<file path="config.mk">
export PLATFORM = sky130hd
export DESIGN_NAME = nv21_lut_remap_address_gen
export DESIGN_NICKNAME = d
export VERILOG_FILES = /design/src/sv/nlra_pkg.sv /design/src/sv/nlra_position.sv /design/src/sv/nlra_addr_calc.sv /design/src/sv/nlra_cmd_seq.sv /design/src/sv/nv21_lut_remap_address_gen.sv
export SDC_FILE = /design/constraint.sdc
export NUM_CORES = 2
export LEC_CHECK = 0
export ABC_AREA = 1
export BUFFER_PORTS_ARGS = -buffer_cell sky130_fd_sc_hd__buf_2
export CORE_UTILIZATION = 65
export CTS_CLUSTER_DIAMETER = 200
export DETAILED_ROUTE_END_ITERATION = 7
export PLACE_DENSITY = 0.91
export SLEW_MARGIN = 40
export SYNTH_ARGS = -nofsm -noshare
export SYNTH_HDL_FRONTEND = slang
export SYNTH_SLANG_ARGS = --single-unit
</file>
<file path="constraint.sdc">
create_clock -name clk -period 11.95 [get_ports clk]
set_input_delay 0.5975 -clock clk [delete_from_list [all_inputs] [get_ports clk]]
set_output_delay 0.5975 -clock clk [all_outputs]
set_load 0.005 [all_outputs]
</file>
<file path="src/sv/nlra_pkg.sv">
// nlra_pkg: shared types and constants of the nv21 remap address generator
// no dependencies; imported by every module of the block

package nlra_pkg;

  localparam int ADDR_W    = 24;
  localparam int COORD_W   = 12;
  localparam int SIZE_CFG_W = 13;
  localparam int OFF_W     = 12;
  localparam int SIZE_W    = 14;
  localparam int CFG_IDX_W = 3;
  localparam int CFG_DATA_W = 13;

  localparam logic [CFG_IDX_W-1:0] REG_REGION_ROWS = 3'd0;
  localparam logic [CFG_IDX_W-1:0] REG_REGION_COLS = 3'd1;
  localparam logic [CFG_IDX_W-1:0] REG_OFFSET_X    = 3'd2;
  localparam logic [CFG_IDX_W-1:0] REG_OFFSET_Y    = 3'd3;
  localparam logic [CFG_IDX_W-1:0] REG_DST_WIDTH   = 3'd4;
  localparam logic [CFG_IDX_W-1:0] REG_SRC_WIDTH   = 3'd5;

  typedef struct packed {
    logic [SIZE_CFG_W-1:0] region_rows;
    logic [SIZE_CFG_W-1:0] region_cols;
    logic [OFF_W-1:0]      offset_x;
    logic [OFF_W-1:0]      offset_y;
    logic [SIZE_CFG_W-1:0] dst_width;
    logic [SIZE_CFG_W-1:0] src_width;
  } cfg_t;

  typedef struct packed {
    logic chroma;
    logic done;
  } entry_flags_t;

  typedef struct packed {
    logic [ADDR_W-1:0] luma_rd;
    logic [ADDR_W-1:0] luma_wr;
    logic [ADDR_W-1:0] chroma_rd;
    logic [ADDR_W-1:0] chroma_wr;
  } cmd_addr_t;

endpackage

</file>
<file path="src/sv/nlra_position.sv">
// nlra_position: region row/column counters and the input register stage
// depends on nlra_pkg

module nlra_position import nlra_pkg::*; #(
  parameter int MAX_DIM = 4096,
  localparam int CW = $clog2(MAX_DIM),
  localparam int PW = ((CW > COORD_W) ? CW : COORD_W) + 1
) (
  input  logic               clk,
  input  logic               rst,
  input  cfg_t               cfg,
  input  logic               accept,
  input  logic [COORD_W-1:0] map_src_col,
  input  logic [COORD_W-1:0] map_src_row,
  input  logic               advance,
  output logic               a_valid,
  output logic [COORD_W-1:0] a_cs,
  output logic [COORD_W-1:0] a_rs,
  output logic [PW-1:0]      a_rd,
  output logic [PW-1:0]      a_cd,
  output entry_flags_t       a_flags
);

  logic [CW-1:0]     row_count;
  logic [CW-1:0]     col_count;
  logic [SIZE_W-1:0] rows;
  logic [SIZE_W-1:0] cols;
  logic              last_col;
  logic              last_row;
  logic [PW-1:0]     rd;
  logic [PW-1:0]     cd;

  function automatic logic [SIZE_W-1:0] clamp_dim(input logic [SIZE_CFG_W-1:0] v);
    logic [SIZE_W-1:0] w;
    w = SIZE_W'(v);
    if (w == '0) begin
      return SIZE_W'(1);
    end else if (w > SIZE_W'(MAX_DIM)) begin
      return SIZE_W'(MAX_DIM);
    end
    return w;
  endfunction

  always_comb begin
    rows     = clamp_dim(cfg.region_rows);
    cols     = clamp_dim(cfg.region_cols);
    last_col = (SIZE_W'(col_count) + SIZE_W'(1)) >= cols;
    last_row = (SIZE_W'(row_count) + SIZE_W'(1)) >= rows;
    rd       = PW'(row_count) + PW'(cfg.offset_y);
    cd       = PW'(col_count) + PW'(cfg.offset_x);
  end

  always_ff @(posedge clk) begin
    if (rst) begin
      row_count <= '0;
      col_count <= '0;
      a_valid   <= 1'b0;
    end else begin
      if (accept) begin
        a_valid <= 1'b1;
        if (last_col) begin
          col_count <= '0;
          row_count <= last_row ? '0 : row_count + CW'(1);
        end else begin
          col_count <= col_count + CW'(1);
        end
      end else if (advance) begin
        a_valid <= 1'b0;
      end
    end
  end

  always_ff @(posedge clk) begin
    if (accept) begin
      a_cs           <= map_src_col;
      a_rs           <= map_src_row;
      a_rd           <= rd;
      a_cd           <= cd;
      a_flags.chroma <= rd[0] & cd[0];
      a_flags.done   <= last_col & last_row;
    end
  end

endmodule

</file>
<file path="src/sv/nlra_addr_calc.sv">
// nlra_addr_calc: luma and chroma address products, one register stage
// depends on nlra_pkg

module nlra_addr_calc import nlra_pkg::*; #(
  parameter int MAX_DIM = 4096,
  localparam int CW = $clog2(MAX_DIM),
  localparam int PW = ((CW > COORD_W) ? CW : COORD_W) + 1
) (
  input  logic               clk,
  input  logic               rst,
  input  cfg_t               cfg,
  input  logic               load,
  input  logic [COORD_W-1:0] a_cs,
  input  logic [COORD_W-1:0] a_rs,
  input  logic [PW-1:0]      a_rd,
  input  logic [PW-1:0]      a_cd,
  input  entry_flags_t       a_flags,
  input  logic               advance,
  output logic               b_valid,
  output cmd_addr_t          b_addr,
  output entry_flags_t       b_flags
);

  logic [ADDR_W-1:0] sw;
  logic [ADDR_W-1:0] dw;
  logic [ADDR_W-1:0] ce;
  cmd_addr_t         addr;

  always_comb begin
    sw             = ADDR_W'(cfg.src_width);
    dw             = ADDR_W'(cfg.dst_width);
    ce             = ADDR_W'({a_cs[COORD_W-1:1], 1'b0});
    addr.luma_rd   = ADDR_W'(a_rs) * sw + ADDR_W'(a_cs);
    addr.luma_wr   = ADDR_W'(a_rd) * dw + ADDR_W'(a_cd);
    addr.chroma_rd = ADDR_W'(a_rs[COORD_W-1:1]) * sw + ce;
    addr.chroma_wr = ADDR_W'(a_rd[PW-1:1]) * dw + ADDR_W'(a_cd);
  end

  always_ff @(posedge clk) begin
    if (rst) begin
      b_valid <= 1'b0;
    end else if (load) begin
      b_valid <= 1'b1;
    end else if (advance) begin
      b_valid <= 1'b0;
    end
  end

  always_ff @(posedge clk) begin
    if (load) begin
      b_addr  <= addr;
      b_flags <= a_flags;
    end
  end

endmodule

</file>
<file path="src/sv/nlra_cmd_seq.sv">
// nlra_cmd_seq: holds one entry and issues its one or three copy commands
// depends on nlra_pkg

module nlra_cmd_seq import nlra_pkg::*; (
  input  logic         clk,
  input  logic         rst,
  input  logic         load,
  input  cmd_addr_t    b_addr,
  input  entry_flags_t b_flags,
  output logic         slot_free,
  output logic         m_tvalid,
  input  logic         m_tready,
  output logic [47:0]  m_tdata,
  output logic [1:0]   m_tuser,
  output logic         m_tlast
);

  localparam logic [1:0] CMD_LUMA      = 2'd0;
  localparam logic [1:0] CMD_CHROMA_LO = 2'd1;
  localparam logic [1:0] CMD_CHROMA_HI = 2'd2;

  logic              slot_valid;
  logic [1:0]        idx;
  cmd_addr_t         addr;
  entry_flags_t      flags;
  logic              last_cmd;
  logic [ADDR_W-1:0] read_addr;
  logic [ADDR_W-1:0] write_addr;

  always_comb begin
    last_cmd  = ((idx == CMD_LUMA) && !flags.chroma) || (idx == CMD_CHROMA_HI);
    slot_free = !slot_valid || (m_tready && last_cmd);
    case (idx)
      CMD_LUMA: begin
        read_addr  = addr.luma_rd;
        write_addr = addr.luma_wr;
      end
      CMD_CHROMA_LO: begin
        read_addr  = addr.chroma_rd;
        write_addr = addr.chroma_wr - ADDR_W'(1);
      end
      CMD_CHROMA_HI: begin
        read_addr  = addr.chroma_rd + ADDR_W'(1);
        write_addr = addr.chroma_wr;
      end
      default: begin
        read_addr  = addr.luma_rd;
        write_addr = addr.luma_wr;
      end
    endcase
  end

  always_ff @(posedge clk) begin
    if (rst) begin
      slot_valid <= 1'b0;
      idx        <= CMD_LUMA;
    end else if (slot_free) begin
      slot_valid <= load;
      idx        <= CMD_LUMA;
    end else if (m_tready) begin
      case (idx)
        CMD_LUMA:      idx <= CMD_CHROMA_LO;
        CMD_CHROMA_LO: idx <= CMD_CHROMA_HI;
        default:       idx <= CMD_LUMA;
      endcase
    end
  end

  always_ff @(posedge clk) begin
    if (load && slot_free) begin
      addr  <= b_addr;
      flags <= b_flags;
    end
  end

  assign m_tvalid = slot_valid;
  assign m_tdata  = {write_addr, read_addr};
  assign m_tuser  = {last_cmd, (idx != CMD_LUMA)};
  assign m_tlast  = last_cmd && flags.done;

endmodule

</file>
<file path="src/sv/nv21_lut_remap_address_gen.sv">
// nv21_lut_remap_address_gen: top level of the nv21 remap address generator
// depends on nlra_pkg, nlra_position, nlra_addr_calc, nlra_cmd_seq

// Takes one remap entry (source column, row) per destination pixel in raster
// order over the configured region and issues copy commands: one luma copy
// per entry, plus two interleaved chroma byte copies when the destination row
// and column are both odd. An entry passes an input register, an address
// register (one multiply-add per address) and a command slot, in that order.
// The command slot issues one command per cycle while m_tready is high, and
// input is taken every cycle while the output keeps pace. Configuration is
// taken at any time and must only change while the block is idle.

module nv21_lut_remap_address_gen import nlra_pkg::*; #(
  parameter int MAX_DIM = 4096,
  localparam int CW = $clog2(MAX_DIM),
  localparam int PW = ((CW > COORD_W) ? CW : COORD_W) + 1
) (
  input  logic                  clk,
  input  logic                  rst,
  input  logic                  cfg_valid,
  output logic                  cfg_ready,
  input  logic [CFG_IDX_W-1:0]  cfg_index,
  input  logic [CFG_DATA_W-1:0] cfg_data,
  input  logic                  s_tvalid,
  output logic                  s_tready,
  input  logic [23:0]           s_tdata,   // map_src_col[11:0], map_src_row[23:12]
  output logic                  m_tvalid,
  input  logic                  m_tready,
  output logic [47:0]           m_tdata,   // read_addr[23:0], write_addr[47:24]
  output logic [1:0]            m_tuser,   // plane[0], last_of_entry[1]
  output logic                  m_tlast    // region_done
);

  cfg_t               cfg;
  logic               accept;
  logic               a_valid;
  logic [COORD_W-1:0] a_cs;
  logic [COORD_W-1:0] a_rs;
  logic [PW-1:0]      a_rd;
  logic [PW-1:0]      a_cd;
  entry_flags_t       a_flags;
  logic               a_adv;
  logic               b_valid;
  cmd_addr_t          b_addr;
  entry_flags_t       b_flags;
  logic               b_adv;
  logic               b_take;
  logic               slot_free;

  assign cfg_ready = 1'b1;

  always_ff @(posedge clk) begin
    if (rst) begin
      cfg.region_rows <= SIZE_CFG_W'(1);
      cfg.region_cols <= SIZE_CFG_W'(1);
      cfg.offset_x    <= '0;
      cfg.offset_y    <= '0;
      cfg.dst_width   <= SIZE_CFG_W'(1280);
      cfg.src_width   <= SIZE_CFG_W'(1280);
    end else if (cfg_valid) begin
      case (cfg_index)
        REG_REGION_ROWS: cfg.region_rows <= cfg_data;
        REG_REGION_COLS: cfg.region_cols <= cfg_data;
        REG_OFFSET_X:    cfg.offset_x    <= cfg_data[OFF_W-1:0];
        REG_OFFSET_Y:    cfg.offset_y    <= cfg_data[OFF_W-1:0];
        REG_DST_WIDTH:   cfg.dst_width   <= cfg_data;
        REG_SRC_WIDTH:   cfg.src_width   <= cfg_data;
        default: ;
      endcase
    end
  end

  // stage handoff
  always_comb begin
    b_adv    = b_valid && slot_free;
    b_take   = !b_valid || slot_free;
    a_adv    = a_valid && b_take;
    s_tready = !a_valid || b_take;
    accept   = s_tvalid && s_tready;
  end

  nlra_position #(.MAX_DIM(MAX_DIM)) u_position (
    .clk         (clk),
    .rst         (rst),
    .cfg         (cfg),
    .accept      (accept),
    .map_src_col (s_tdata[11:0]),
    .map_src_row (s_tdata[23:12]),
    .advance     (a_adv),
    .a_valid     (a_valid),
    .a_cs        (a_cs),
    .a_rs        (a_rs),
    .a_rd        (a_rd),
    .a_cd        (a_cd),
    .a_flags     (a_flags)
  );

  nlra_addr_calc #(.MAX_DIM(MAX_DIM)) u_addr_calc (
    .clk     (clk),
    .rst     (rst),
    .cfg     (cfg),
    .load    (a_adv),
    .a_cs    (a_cs),
    .a_rs    (a_rs),
    .a_rd    (a_rd),
    .a_cd    (a_cd),
    .a_flags (a_flags),
    .advance (b_adv),
    .b_valid (b_valid),
    .b_addr  (b_addr),
    .b_flags (b_flags)
  );

  nlra_cmd_seq u_cmd_seq (
    .clk       (clk),
    .rst       (rst),
    .load      (b_adv),
    .b_addr    (b_addr),
    .b_flags   (b_flags),
    .slot_free (slot_free),
    .m_tvalid  (m_tvalid),
    .m_tready  (m_tready),
    .m_tdata   (m_tdata),
    .m_tuser   (m_tuser),
    .m_tlast   (m_tlast)
  );

endmodule

</file>
==> Word-level counts from Yosys, hierarchy flattened <==
Cells that the tools add are included.
{ "word_totals": {"register_bits": 353, "in_bits": 45, "output_inout_bits": 54, "word_cells": 108} }
{ "op_classes": {"add_sub_neg": 12, "multipliers": 4, "order_cmp": 4, "n_eq_ne": 7, "n_mux": 19, "bitwise_logic": 2, "reduce_logical": 30} }
{ "ops": {"columns": ["operator", "n"], "rows": [
  ["$pmux 24 s2", 2],
  ["$mux 14", 6],
  ["$add 24x12->24", 2],
  ["$add 24x13->24", 2],
  ["$mul 12x13->24", 2],
  ["$ge 14x14->1", 2],
  ["$add 12x1->13 const B", 2],
  ["$add 12x12->13", 2],
  ["$gt 13x13->1 const B", 2],
  ["$logic_not 13->1", 2],
  ["$add 12x1->12 const B", 2],
  ["$add 24x1->24 const B", 1],
  ["$mul 11x13->24", 1],
  ["$mul 13x13->24", 1],
  ["$mux 12", 2],
  ["$sub 24x1->24 const B", 1],
  ["$reduce_and 2->1", 7],
  ["$mux 1", 8],
  ["$logic_and 1x1->1", 7],
  ["$eq 3x2->1 const B", 2],
  ["$eq 3x3->1 const B", 2],
  ["$reduce_bool 2->1", 3],
  ["$logic_not 1->1", 4],
  ["$logic_or 1x1->1", 4],
  ["other kinds (8)", 9]
]} }

==> Logic depth before layout (Yosys ltp) <==
{ "depth": {"depth_word": 9, "mapped_depth": 25, "depth_no_buf": 24} }

==> Hierarchy <==
From an unflattened synthesis, not the netlist that was laid out.
{ "unflattened": {"cells_unflattened": 4640, "hier_area_um2": 36530.0} }
{ "by_module_without_submodules": {"columns": ["module", "n_inst", "cells_each", "area_each_um2", "seq_area_each_um2"], "rows": [
  ["nlra_addr_calc", 1, 2942, 22881.9, 2962.8],
  ["nlra_cmd_seq", 1, 595, 5415.2, 3002.9],
  ["nlra_position", 1, 653, 5153.7, 2062.0],
  ["nv21_lut_remap_address_gen", 1, 450, 3079.2, 1521.5]
]} }

==> Least setup slack after synthesis <==
OpenSTA, ideal clock, no wires.
{ "synth_timing": {"path_kind": "register -> register", "start": "register u_cmd_seq.idx[0]", "end": "register u_cmd_seq.addr[0] (netlist bit), enable pin", "setup_ns": 0.556, "arrival_ns": 4.993, "required_ns": 11.394, "slack_ns": 6.402, "path_stages_with_launch": 7, "path_buffers": 0, "synth_period_minus_slack_ns": 5.548, "cell_sequence": "dfxtp_1 > inv_1 > ha_1 > inv_2 > o21ai_4 > a21boi_0 > nor2_1"} }
{ "synth_via": {"elab_chain_len": 7, "word_cells_on_any_way": 8, "cone_classes": "eq/ne: 1; reduce/logical: 7"} }
{ "synth_lines": {"columns": ["item", "line", "text"], "rows": [
  ["start, declared", "nlra_cmd_seq.sv:23", "logic [1:0] idx;"],
  ["start signal, assigned", "nlra_cmd_seq.sv:56", "idx <= CMD_LUMA;"],
  ["start signal, assigned", "nlra_cmd_seq.sv:59", "idx <= CMD_LUMA;"],
  ["start signal, assigned", "nlra_cmd_seq.sv:62", "CMD_LUMA: idx <= CMD_CHROMA_LO;"],
  ["$logic_not 2->1", "nlra_cmd_seq.sv:31", "last_cmd = ((idx == CMD_LUMA) && !flags.chroma) || (idx == CMD_CHROMA_HI);"],
  ["$logic_and 1x1->1", "nlra_cmd_seq.sv:31", null],
  ["$logic_or 1x1->1 (*)", "nlra_cmd_seq.sv:31", null],
  ["net u_cmd_seq.last_cmd", "nlra_cmd_seq.sv:26", "logic last_cmd;"],
  ["$logic_and 1x1->1 (*)", "nlra_cmd_seq.sv:32", "slot_free = !slot_valid || (m_tready && last_cmd);"],
  ["$logic_or 1x1->1 (*)", "nlra_cmd_seq.sv:32", null],
  ["$logic_and 1x1->1 (*)", "nv21_lut_remap_address_gen.sv:75", "b_adv = b_valid && slot_free;"],
  ["net b_adv", "nv21_lut_remap_address_gen.sv:46", "logic b_adv;"],
  ["$logic_and 1x1->1 (*)", "nlra_cmd_seq.sv:70", "if (load && slot_free) begin"],
  ["end signal, assigned", "nlra_cmd_seq.sv:71", "addr <= b_addr;"],
  ["end, declared", "nlra_cmd_seq.sv:24", "cmd_addr_t addr;"]
]} }
The timed path passes the listed nets; every way through them passes the cells marked *.
A chain may end at the register's enable or synchronous reset.

==> results_dict.tcl <==
set metrics [dict create \
    status "complete, but fails checks" \
    failed_checks "DRC" \
    io_pins 99 \
    drc 5 \
    grt_setup_unrepaired "false" \
    gp_congestion 1.001 \
    grt_max_degree 91 \
    min_path_type "input pin to flip-flop" \
    final_util_pct 70.39 \
    syn2layout_area_growth_pct 6.370 \
    combPwrFrac_pct 46.2 \
    clock_sinks 353 \
    min_to "u_position.a_cs[4]" \
    holdPathStages 1 \
    wl_um 92080 \
    syn_nets 4978 \
    synth-edff-count 248 \
    r2r_end "u_addr_calc.b_addr[71]" \
    cp_data_required_time_ns 12.27 \
    cts-buffers-inserted 39 \
    ys_seq_area_share_pct 27.30 \
    finalSetupViolations 0 \
    cts.path.max_buffers 3 \
    async_flop_share_pct 0 \
    p_leak_nw 19.96 \
    finalCriticalPeriod_ns 5.743 \
    drive_gt1_share_pct 5.112 \
    worst_setup_path_end_kind "flip-flop" \
    cts_tree "done" \
    nFillCells 3850 \
    firstDrtPassIters 8 \
    cts_max_level 2 \
    start_util_pct 66.17 \
    fin_crit_sh_pct 48.06 \
    antenna_cells 0 \
    slew_violations 0 \
    antenna_left 0 \
    wl_per_cell_um 18.44 \
    cp_max_fo 14 \
    grt_pass1_wl_um 147500 \
    cts_setup_buffers 0 \
    finalClockSkew_ns 0.03069 \
    regToRegSetupSlack_ns 6.21 \
    max_freq_mhz 174.1 \
    io_buffers 97 \
    r2r_cells 23 \
    cpMostUsedCell "inv_1" \
    ys_ff_latch 353 \
    synth.yosys.warnings 0 \
    worst-slew-pin-transition_ns 0.8352 \
    vdd_drop_max_uv 178.5 \
    nNetsFinal 5020 \
    hp-start "s_tdata[4]" \
    crit_type "flip-flop to flip-flop" \
    critPathSlowestCell "edfxtp_1" \
    cts_resized 0 \
    clock-root-buffer "clkbuf_16" \
    hold_violations 0 \
    std_cell_rows 84 \
    drv_cap 0 \
    die_height_um 234.0 \
    synth_area_per_cell_um2 8.263 \
    die_area_um2 54750 \
    p_int_mw 3.107 \
    grt_usage_pct 35.03 \
    cts-hold-fix-buffers 0 \
    totalNegativeSetupSlack_ns 0 \
    coreArea_um2 52870 \
    relSlewSlack_pct 44.32 \
    drtIter0Drc 2773 \
    worstSetupStartpointType "flip-flop" \
    hpwl_um 72520 \
    drt-vias-per-instance 5.683 \
    die_w_um 234.0 \
    dr_total_vias 28370 \
    synth_flop_cell "edfxtp_1" \
    clk_latency_ns 0.58 \
    p_seq_share_pct 31.8 \
    grt_overflow 0 \
    r2r_start "u_position.a_rd[6]" \
    arrival_ns 6.06 \
    grt_pass1_vias 29580 \
    syn-cell-area_um2 34980 \
    yosysUniqueCellTypes 54 \
    crit_path_cell_trace "nand2_1 -> inv_1 -> fa_1 -> inv_1 -> fa_1 -> inv_1 -> fa_1 -> inv_1 -> fa_1 -> inv_1 -> fa_1 -> inv_1 -> fa_1 -> inv_1 -> ha_1 -> nand2_1 -> nand2_1 -> a21oi_1 -> nor2_1 -> o21bai_1 -> nand3_1 -> nand2_1 -> nand2_1" \
    max_stage_delay_ns 0.65 \
    grt_antenna_before_repair 0 \
    p_sw_mw 2.250 \
    syn_inst 4234 \
    clkPwrFrac_pct 21.9 \
    p_sw_share_pct 42.00 \
    power_density_nw_per_um2 144.0 \
    path_clk_slew_ns 0.07 \
]
registers in the layout, indices dropped and copies added, names as in the netlist:
signal                cells
u_cmd_seq.m_tvalid        1
u_position.col_count     12
u_addr_calc.b_valid       1
u_position.a_rs          12
u_position.a_valid        1
cfg                      76
u_cmd_seq.flags           2
u_cmd_seq.addr           96
u_position.a_flags        2
u_position.a_cd          13
u_position.row_count     12
u_position.a_cs          12
u_addr_calc.b_flags       2
u_cmd_seq.idx             2
u_position.a_rd          13
u_addr_calc.b_addr       96
cell usage in the layout, fill, tap and decap left out, types with 3 or more instances in the layout:
cell,instances
a21boi_0,6
a21o_1,6
a21oi_1,210
a31o_2,3
a31oi_1,7
and2_1,3
buf_2,97
buf_4,9
clkbuf_1,7
clkbuf_16,41
clkbuf_8,3
clkinv_1,6
clkinv_2,5
dfxtp_1,105
edfxtp_1,248
fa_1,389
ha_1,307
inv_1,990
inv_2,8
inv_4,3
inv_6,3
nand2_1,893
nand2_2,8
nand3_1,137
nand3b_1,8
nand4_1,50
nor2_1,388
nor2_2,7
nor2_4,3
nor3_1,23
nor4_1,3
o211ai_1,3
o21a_1,4
o21ai_0,137
o21ai_1,9
o21bai_1,20
or2_2,13
xnor2_1,22
xor2_1,91
metal layers:
metal / wire length [um] / track usage [%] / vias up
met5: 0 / 0 / -
met4: 6495 / 22.20 / 0
met3: 7364 / 6.055 / 441
met2: 45200 / 61.31 / 1503
met1: 33010 / 39.58 / 13360
li1: - / - / 13060
worst max-delay path: cells and delay by family, from the launching register on:
kind | cells | cell delay, ns
fa+ha+maj | 7 | 3.34
simple gates | 7 | 0.68
compound gates | 2 | 0.44
flops | 1 | 0.65
buf+inv | 7 | 0.39
worst max-delay path by stage:
stage,startpoint,to,slack [ns],cells past startpoint
6_report,u_position.a_rd[6],u_addr_calc.b_addr[71],6.21,23
5_1_grt,u_position.a_rd[5],u_addr_calc.b_addr[71],5.85,23
4_1_cts,u_position.a_rd[6],u_addr_calc.b_addr[71],6.24,23
3_5_place_dp,u_position.a_rd[6],u_addr_calc.b_addr[71],6.25,23
3_3_place_gp,u_position.a_rd[5],u_addr_calc.b_addr[71],6.29,23
2_1_floorplan,u_cmd_seq.idx[0],u_cmd_seq.addr[0],6.40,6
kinds of logic after synthesis:
family                   share of synthesized area [%]
AO/OA/AOI/OAI                                    6.381
other                                          0.01072
adder cells (fa/ha/maj)                          33.35
buffers and inverters                            12.00
XOR/XNOR                                         2.829
AND/OR/NAND/NOR                                  18.14
flip-flops                                       27.30
Yosys cell counts, types with 2 or more instances:
cell      instances  share of area (%)
o21a_1            4              0.086
a31o_2            3              0.075
nand2_1         893                9.6
nor3_1           23               0.33
nand2_4           2              0.064
buf_2            10               0.14
ha_1            310                 11
nor2_2            7               0.13
xnor2_1          22               0.55
o211ai_1          3              0.064
and2_1            3              0.054
nor3_4            2              0.093
inv_1           991                 11
nor2_4            2              0.064
o21ai_0         137                2.0
inv_2             9              0.097
buf_1             2              0.021
fa_1            389                 22
xor2_1           91                2.3
o21ai_1           9               0.13
nor3_2            2              0.057
nand3_1         137                2.0
nand4_1          50               0.89
a21o_1            6               0.13
dfxtp_1         105                6.0
nand2_2           8               0.14
a31oi_1           7               0.13
o21bai_1         20               0.43
clkbuf_1         86               0.92
a21boi_0          6               0.13
buf_4             6               0.13
a21oi_1         210                3.0
edfxtp_1        248                 21
or2_2            13               0.23
nand3b_1          8               0.17
nor4_1            3              0.054
nor2_1          389                4.2
o31ai_1           2              0.043
metrics by stage:
stage | area, um2 | cells | hold WS, ns | setup WS (ns) | power, mW
2_1_floorplan | 34980 | 4234 | 0.4003 | 6.402 | 3.407
3_3_place_gp | 35980 | 4923 | 0.4011 | 6.290 | 4.066
3_5_place_dp | 35990 | 4923 | 0.4045 | 6.254 | 4.136
4_1_cts | 37210 | 4992 | 0.1742 | 6.241 | 5.322
5_1_grt | 37210 | 4992 | 0.1848 | 5.849 | 5.714
6_report | 37210 | 4992 | 0.1856 | 6.207 | 5.357
area by class of cell:
cell class	instances	area, um2	share of cell area, %
well taps	688	860.8	2.313
inverters	1001	3765	10.12
flip-flops and latches	353	9549	25.66
clock inverters	18	127.6	0.3430
multi-input cells	2775	21260	57.14
clock buffers	51	1094	2.939
repair buffers	106	553.0	1.486
power by group through the flow:
stage / combinational (mW) / clock (mW) / sequential (mW)
floorplan: 1.77 / 0 / 1.64
global placement: 2.35 / 0 / 1.72
detailed placement: 2.41 / 0 / 1.72
CTS: 2.44 / 1.18 / 1.70
global route: 2.77 / 1.23 / 1.72
finish: 2.48 / 1.18 / 1.71
No activity file was read; power rests on OpenSTA's default activity.
